File: src/rtl/scrlp_pkg.sv
// shared types, constants and functions for the cigar run-length packer
// no dependencies
`timescale 1ns / 1ps

package scrlp_pkg;

  // run length field width
  localparam int unsigned LenBits  = 28;
  localparam int unsigned WordBits = 32;
  localparam int unsigned CodeBits = 4;

  // word queue between front and back
  localparam int unsigned QDepth = 4;
  localparam int unsigned QPtrW  = $clog2(QDepth);

  // configuration port
  localparam int unsigned AddrW = 3;
  localparam logic [AddrW-1:0] AddrMismatchMode = AddrW'(0);

  localparam logic [LenBits-1:0] LenMax = {LenBits{1'b1}};

  // ascii characters
  localparam logic [7:0] ChrM  = 8'h4d;
  localparam logic [7:0] ChrI  = 8'h49;
  localparam logic [7:0] ChrD  = 8'h44;
  localparam logic [7:0] ChrN  = 8'h4e;
  localparam logic [7:0] ChrEq = 8'h3d;
  localparam logic [7:0] ChrX  = 8'h58;

  // sam operation codes
  typedef enum logic [CodeBits-1:0] {
    CODE_M   = 4'd0,
    CODE_I   = 4'd1,
    CODE_D   = 4'd2,
    CODE_N   = 4'd3,
    CODE_EQ  = 4'd7,
    CODE_X   = 4'd8,
    CODE_UNK = 4'd15
  } op_code_e;

  typedef struct packed {
    logic [7:0] op_char;
    logic       final_op;
  } in_item_t;

  typedef struct packed {
    logic [WordBits-1:0] packed_word;
    logic                last_word;
  } out_item_t;

  // front to queue: number of words this beat and the words themselves
  typedef struct packed {
    logic [1:0]      count;
    out_item_t [1:0] item;
  } qwr_t;

  function automatic op_code_e op_code(input logic [7:0] c, input logic mismatch);
    op_code_e code;
    case (c)
      ChrM:    code = mismatch ? CODE_EQ : CODE_M;
      ChrI:    code = CODE_I;
      ChrD:    code = CODE_D;
      ChrN:    code = CODE_N;
      ChrEq:   code = CODE_EQ;
      ChrX:    code = CODE_X;
      default: code = CODE_UNK;
    endcase
    return code;
  endfunction

  function automatic logic [WordBits-1:0] pack_run(input logic [7:0] c,
                                                   input logic [LenBits-1:0] len,
                                                   input logic mismatch);
    logic [WordBits-1:0] w;
    w = (WordBits'(len) << CodeBits) | WordBits'(op_code(c, mismatch));
    return w;
  endfunction

endpackage

File: src/rtl/scrlp_front.sv
// front end: folds characters, tracks the open run, builds cigar words
// depends on scrlp_pkg
`timescale 1ns / 1ps

module scrlp_front (
  input  logic                clk_i,
  input  logic                rst_ni,
  input  logic                accept_i,
  input  scrlp_pkg::in_item_t item_i,
  input  logic                mismatch_i,
  output scrlp_pkg::qwr_t     wr_o
);
  import scrlp_pkg::*;

  logic [7:0]         run_op_q, run_op_d;
  logic [LenBits-1:0] run_len_q, run_len_d;
  logic               run_open_q, run_open_d;

  logic [7:0]         chr;
  logic               same;
  logic               emit_old;
  logic [LenBits-1:0] len_new;
  out_item_t          old_word, fin_word;

  // fold x into m outside mismatch mode, then classify against the open run
  always_comb begin
    chr = (!mismatch_i && item_i.op_char == ChrX) ? ChrM : item_i.op_char;
    same = run_open_q && (chr == run_op_q);
    emit_old = run_open_q && !same;
    if (same) begin
      len_new = (run_len_q == LenMax) ? run_len_q : run_len_q + LenBits'(1);
    end else begin
      len_new = LenBits'(1);
    end
    old_word.packed_word = pack_run(run_op_q, run_len_q, mismatch_i);
    old_word.last_word   = 1'b0;
    fin_word.packed_word = pack_run(chr, len_new, mismatch_i);
    fin_word.last_word   = 1'b1;
  end

  // words handed to the queue this beat
  always_comb begin
    wr_o.count = 2'd0;
    wr_o.item  = {old_word, fin_word};
    if (accept_i) begin
      wr_o.count = {1'b0, emit_old} + {1'b0, item_i.final_op};
    end
    if (emit_old) begin
      wr_o.item[0] = old_word;
      wr_o.item[1] = fin_word;
    end else begin
      wr_o.item[0] = fin_word;
      wr_o.item[1] = old_word;
    end
  end

  // run state update, closed again by a final beat
  always_comb begin
    run_op_d   = run_op_q;
    run_len_d  = run_len_q;
    run_open_d = run_open_q;
    if (accept_i) begin
      if (item_i.final_op) begin
        run_op_d   = 8'd0;
        run_len_d  = '0;
        run_open_d = 1'b0;
      end else begin
        run_op_d   = chr;
        run_len_d  = len_new;
        run_open_d = 1'b1;
      end
    end
  end

  always_ff @(posedge clk_i or negedge rst_ni) begin
    if (!rst_ni) begin
      run_op_q   <= 8'd0;
      run_len_q  <= '0;
      run_open_q <= 1'b0;
    end else begin
      run_op_q   <= run_op_d;
      run_len_q  <= run_len_d;
      run_open_q <= run_open_d;
    end
  end

endmodule

File: src/rtl/scrlp_queue.sv
// word queue: up to two writes and one read per cycle
// depends on scrlp_pkg
`timescale 1ns / 1ps

module scrlp_queue (
  input  logic                 clk_i,
  input  logic                 rst_ni,
  input  scrlp_pkg::qwr_t      wr_i,
  input  logic                 rd_i,
  output scrlp_pkg::out_item_t rd_item_o,
  output logic                 empty_o,
  output logic                 full_o
);
  import scrlp_pkg::*;

  out_item_t        entries_q [QDepth];
  logic [QPtrW-1:0] wptr_q, wptr_d;
  logic [QPtrW-1:0] rptr_q, rptr_d;
  logic [QPtrW:0]   count_q, count_d;

  // pointer and fill bookkeeping
  always_comb begin
    wptr_d  = wptr_q + QPtrW'(wr_i.count);
    rptr_d  = rptr_q + QPtrW'(rd_i);
    count_d = count_q + (QPtrW+1)'(wr_i.count) - (QPtrW+1)'(rd_i);
  end

  assign empty_o   = (count_q == '0);
  // full unless two slots are free, so a two-word beat always fits
  assign full_o    = (count_q > (QPtrW+1)'(QDepth - 2));
  assign rd_item_o = entries_q[rptr_q];

  always_ff @(posedge clk_i or negedge rst_ni) begin
    if (!rst_ni) begin
      wptr_q  <= '0;
      rptr_q  <= '0;
      count_q <= '0;
    end else begin
      wptr_q  <= wptr_d;
      rptr_q  <= rptr_d;
      count_q <= count_d;
    end
  end

  // storage
  always_ff @(posedge clk_i) begin
    if (wr_i.count != 2'd0) begin
      entries_q[wptr_q] <= wr_i.item[0];
    end
    if (wr_i.count == 2'd2) begin
      entries_q[wptr_q + QPtrW'(1)] <= wr_i.item[1];
    end
  end

endmodule

File: src/rtl/scrlp_back.sv
// back end: output register that presents the oldest word and takes pops
// depends on scrlp_pkg
`timescale 1ns / 1ps

module scrlp_back (
  input  logic                 clk_i,
  input  logic                 rst_ni,
  input  scrlp_pkg::out_item_t q_item_i,
  input  logic                 q_empty_i,
  output logic                 q_rd_o,
  input  logic                 pop_i,
  output logic                 empty_o,
  output scrlp_pkg::out_item_t out_item_o
);
  import scrlp_pkg::*;

  logic      valid_q, valid_d;
  out_item_t item_q;
  logic      load;

  // refill whenever the register is free or being drained
  always_comb begin
    load    = !q_empty_i && (!valid_q || pop_i);
    valid_d = valid_q;
    if (load) begin
      valid_d = 1'b1;
    end else if (pop_i) begin
      valid_d = 1'b0;
    end
  end

  assign q_rd_o     = load;
  assign empty_o    = !valid_q;
  assign out_item_o = item_q;

  always_ff @(posedge clk_i or negedge rst_ni) begin
    if (!rst_ni) begin
      valid_q <= 1'b0;
    end else begin
      valid_q <= valid_d;
    end
  end

  always_ff @(posedge clk_i) begin
    if (load) begin
      item_q <= q_item_i;
    end
  end

endmodule

File: src/rtl/sam_cigar_run_length_packer_unit.sv
// a word that closes a run is written into the queue with its beat and reaches the
// result ports from the output register once that register is free
// throughput: one operation per cycle unless full; a final beat may add a second word
// the four-entry word queue raises full once fewer than two slots are free
// results drain at one word per cycle through the output register while pop is high
// reset (asynchronous, active low) drops any open run, empties the queue, clears mode
`timescale 1ns / 1ps

module sam_cigar_run_length_packer_unit (
  input  logic                              clk_i,
  input  logic                              rst_ni,
  // operation input
  input  logic                              push,
  output logic                              full,
  input  scrlp_pkg::in_item_t               in_item_i,
  // cigar word output
  output logic                              empty,
  input  logic                              pop,
  output scrlp_pkg::out_item_t              out_item_o,
  // configuration
  input  logic                              psel,
  input  logic                              penable,
  input  logic                              pwrite,
  input  logic [scrlp_pkg::AddrW-1:0]       paddr,
  input  logic [31:0]                       pwdata,
  output logic [31:0]                       prdata,
  output logic                              pready
);
  import scrlp_pkg::*;

  logic      mismatch_q, mismatch_d;
  logic      accept;
  qwr_t      qwr;
  out_item_t q_item;
  logic      q_empty;
  logic      q_rd;

  // configuration register
  assign pready = 1'b1;

  always_comb begin
    mismatch_d = mismatch_q;
    if (psel && penable && pwrite && pready && paddr == AddrMismatchMode) begin
      mismatch_d = pwdata[0];
    end
    prdata = (paddr == AddrMismatchMode) ? {31'd0, mismatch_q} : 32'd0;
  end

  always_ff @(posedge clk_i or negedge rst_ni) begin
    if (!rst_ni) begin
      mismatch_q <= 1'b0;
    end else begin
      mismatch_q <= mismatch_d;
    end
  end

  assign accept = push && !full;

  scrlp_front u_front (
    .clk_i      (clk_i),
    .rst_ni     (rst_ni),
    .accept_i   (accept),
    .item_i     (in_item_i),
    .mismatch_i (mismatch_q),
    .wr_o       (qwr)
  );

  scrlp_queue u_queue (
    .clk_i     (clk_i),
    .rst_ni    (rst_ni),
    .wr_i      (qwr),
    .rd_i      (q_rd),
    .rd_item_o (q_item),
    .empty_o   (q_empty),
    .full_o    (full)
  );

  scrlp_back u_back (
    .clk_i      (clk_i),
    .rst_ni     (rst_ni),
    .q_item_i   (q_item),
    .q_empty_i  (q_empty),
    .q_rd_o     (q_rd),
    .pop_i      (pop),
    .empty_o    (empty),
    .out_item_o (out_item_o)
  );

endmodule

File: config.mk
export PLATFORM = sky130hd
export DESIGN_NAME = sam_cigar_run_length_packer_unit
export DESIGN_NICKNAME = d
export VERILOG_FILES = /design/src/rtl/scrlp_pkg.sv /design/src/rtl/scrlp_front.sv /design/src/rtl/scrlp_queue.sv /design/src/rtl/scrlp_back.sv /design/src/rtl/sam_cigar_run_length_packer_unit.sv
export SDC_FILE = /design/constraint.sdc
export NUM_CORES = 1
export LEC_CHECK = 0
export BUFFER_PORTS_ARGS = -buffer_cell sky130_fd_sc_hd__buf_2
export CAP_MARGIN = 15
export CORE_ASPECT_RATIO = 0.75
export CORE_MARGIN = 4
export CORE_UTILIZATION = 40
export CTS_CLUSTER_DIAMETER = 200
export DETAILED_ROUTE_END_ITERATION = 16
export GPL_ROUTABILITY_DRIVEN = 0
export SLEW_MARGIN = 10
export SYNTH_ARGS = -nofsm -noshare
export SYNTH_HDL_FRONTEND = slang
export SYNTH_SLANG_ARGS = --single-unit
File: constraint.sdc
create_clock -name clk_i -period 5.96 [get_ports clk_i]
set_input_delay 1.49 -clock clk_i [delete_from_list [all_inputs] [get_ports clk_i]]
set_output_delay 1.49 -clock clk_i [all_outputs]
set_load 0.02 [all_outputs]
==> summary.txt <==
Status
  – Status: complete, no violations

Layout
  – Layout overhead on the synthesized area: 10.06%
  – Layout cell share with drive strength beyond 1: 0.1574
  – Antenna cell count: 0
  – Final instance area: 13430 um^2
  – Fin cells: 1606
  – Core Util, Final: 0.4456
  – Final Net Count: 1250

Setup path
  – Cell mode on critical path: nand2b_1
  – Worst Path Arrival: 5.51 ns
  – Critical-path cell list: buf_2, or4b_4, nor4_4, o22ai_1, or2_2, nand2_1, inv_1, ha_1, nand2b_1, or4_1, buf_4, nand2b_1, nand4b_1, o21a_1
  – Largest fanout on the critical path: 18
  – Critical path startpoint: in_item_i[6]
  – Crit path launch type: input pin
  – Worst Setup Path Type: in -> reg
  – R2R depth: 13
  – CP endpoint kind: flip-flop
  – Max incr delay on CP: 0.56 ns
  – Number of buffers and inverters on the critical path: 3
  – Worst path depth: 14
  – Critical Path RT: 6.24 ns
  – Worst r2r src: u_front.run_op_q[0]
  – CP max stage cell: or4b_4
  – Reg2Reg Setup Slack: 1.69 ns
  – CP delay by family, top: simple AND/OR/NAND/NOR gates

Global route
  – First-pass GRT wire length: 54.62 mm
  – Largest net degree at the start of global routing: 72
  – Initial antenna violation count: 1
  – Tot GR Track Use: 0.2063
  – GR Overflow Total: 0
  – Vias in the first global route: 9006

Drt
  – Routed WL: 35.47 mm
  – Detailed-route wire length per cell: 22.09 um
  – DRC viols: 0
  – ANT nets after route: 0
  – Pre-antenna DRT Iters: 6
  – Vias/cell: 5.991
  – DRT iter0 DRCs: 1147
  – Vias: 9622

Synthesis
  – Sequential cell area fraction in the yosys report: 0.5003
  – Largest family of logic cells by synthesized area: simple AND/OR/NAND/NOR gates
  – Post-synth EDFFs: 165
  – Complex-gate fraction of the synthesized area: 0.1533
  – Synth Flop Type: edfxtp_1
  – Post-synthesis register bit count: 211
  – Synth Area in XOR/XNOR: 0.008612
  – Synthesized area per cell: 10.32 um^2
  – Multiplexer share of the synthesized area: 0.07740
  – Library cells used by synthesis: 78
  – Synth Area in Adders: 0.008817
  – Synth area leaders: edfxtp_1, dfrtp_1, mux4_2, nand2_1, a21oi_1
  – Ys Warns: 0
  – Post-Synthesis Cells: 1183
  – Top cell type's share of synthesized area: 0.4060
  – FFs w/ async S/R, synth: 0.2180
  – Simple-gate share of the synthesized area: 0.1876
  – Netlist Area Pre-Place: 12200 um^2
  – Largest area contributor in the netlist: edfxtp_1

Hold path
  – Hold depth: 1
  – Worst hold start: u_queue.count_q[2]
  – Worst Hold Class: reg -> reg

Placed design
  – DP Worst Slack: 0.2574 ns
  – Port Buf Inserts: 55
  – Dpl cells: 1565
  – HPWL after DPL: 24.21 mm
  – Post-placement cell area: 12710 um^2

CTS
  – Total CTS buffers: 23
  – TritonCTS clock tree: yes
  – Post-cts sizing count: 0
  – Worst-path clk slew: 0.06 ns
  – Post-CTS Setup Bufs: 0
  – H-tree depth: 1
  – Hold_buf cts: 0
  – Root buffer cell: clkbuf_16
  – Clock Sinks: 211
  – Clock Latency Late Sink: 0.52 ns
  – Clock buffer depth: 3

Die
  – # IOs: 119
  – Die width: 209.7 um
  – Core area: 30140 um^2
  – Die ar.: 33400 um^2
  – Die Y: 159.3 um
  – Initial Utilization: 0.4049
  – Row count: 55

Pwr
  – Total power: 5.022 mW
  – Leak pwr: 4.616 nW
  – Worst vdd ir: 0.0001752 V
  – PwrDens: 373.9 nW/um^2

Timing
  – Fin crit period: 5.227 ns
  – Final Max Slew Viols: 0
  – Setup_tns: 0 ns
  – Worst Skew: 0.01657 ns
  – Peak Freq: 0.1913 GHz
  – Fin Hold WS: 0.5104 ns
  – Setup ws final: 0.7329 ns
  – RSZ-0062 raised after global routing: no
  – Slew HR: 0.3398
  – Final setup viols: 0
  – Final Hold Viols: 0
  – Pin slew with the least headroom to its limit: 0.9765 ns
  – Final period utilization: 0.8770

Run
  – Max-cap violations: 0
==> registers in the layout (all words and copies together), names as in the netlist <==
register / cells
u_front.run_op_q: 8
u_back.out_item_o: 33
u_queue.count_q: 3
u_queue.rptr_q: 2
u_front.run_len_q: 28
u_queue.wptr_q: 2
u_front.run_open_q: 1
mismatch_q: 1
u_queue.entries_q: 132
u_back.valid_q: 1
==> cell usage in the layout (no fill, tap or decap), types with 17 or more instances in the layout <==
| cell | n |
|---|---|
| dfrtp_1 | 44 |
| o21ai_0 | 85 |
| o31ai_1 | 20 |
| clkbuf_16 | 23 |
| mux2i_1 | 19 |
| buf_2 | 55 |
| edfxtp_1 | 165 |
| nand3_1 | 44 |
| a211oi_1 | 17 |
| mux4_2 | 33 |
| nand2_1 | 147 |
| nand4_1 | 40 |
| nor2_1 | 65 |
| a21oi_1 | 86 |
| inv_1 | 24 |
| nand2b_1 | 17 |
| conb_1 | 32 |
| buf_4 | 30 |
==> kinds of logic after synthesis <==
logic type	count (synthesis)
xor+xnor	12
flops	211
fa+ha+maj	8
other cells	2
simple gates	444
mux	53
buf+inv	157
compound gates	296
==> power by group <==
| group | switching [mW] | total (mW) | internal (mW) |
|---|---|---|---|
| clock network | 0.583 | 1.38 | 0.793 |
| logic | 1.04 | 1.59 | 0.550 |
| registers | 0.133 | 2.06 | 1.92 |
| total | 1.76 | 5.02 | 3.27 |
==> path summary, 6_finish.rpt <==
path | end
hold / removal | u_queue.count_q[2]
hold reg to reg | u_queue.count_q[2]
setup / recovery | u_queue.entries_q[1][5]
max in group asynchronous | u_queue.rptr_q[0]
setup reg to reg | u_queue.entries_q[1][5]
min in group asynchronous | mismatch_q
==> cells in the mapped netlist (24+ instances only) <==
master	count
nand3_1	44
inv_1	24
mux4_2	33
buf_4	35
dfrtp_1	46
nand2_1	147
o21ai_0	85
a21oi_1	87
edfxtp_1	165
clkbuf_1	69
nor2_1	69
nand4_1	40
==> per-layer routing <==
metal | vias up | part of all wire | GRT usage
met5 | - | 0 | 0
met3 | 61 | 0.10 | 0.05929
met4 | 0 | 0.021 | 0.04536
met2 | 475 | 0.44 | 0.3082
met1 | 4688 | 0.44 | 0.3008
li1 | 4398 | - | -
==> area by class of cell <==
type                       instances  area [um^2]
clock inverter                    16        133.9
timing repair buffer              86        520.5
sequential                       211         6108
inverter                          24        90.09
multi-input combinational        845         5497
fill                            2854        16710
tap                              399        499.2
clock buffer                      25        583.1
(Power assumes the default switching activity.)
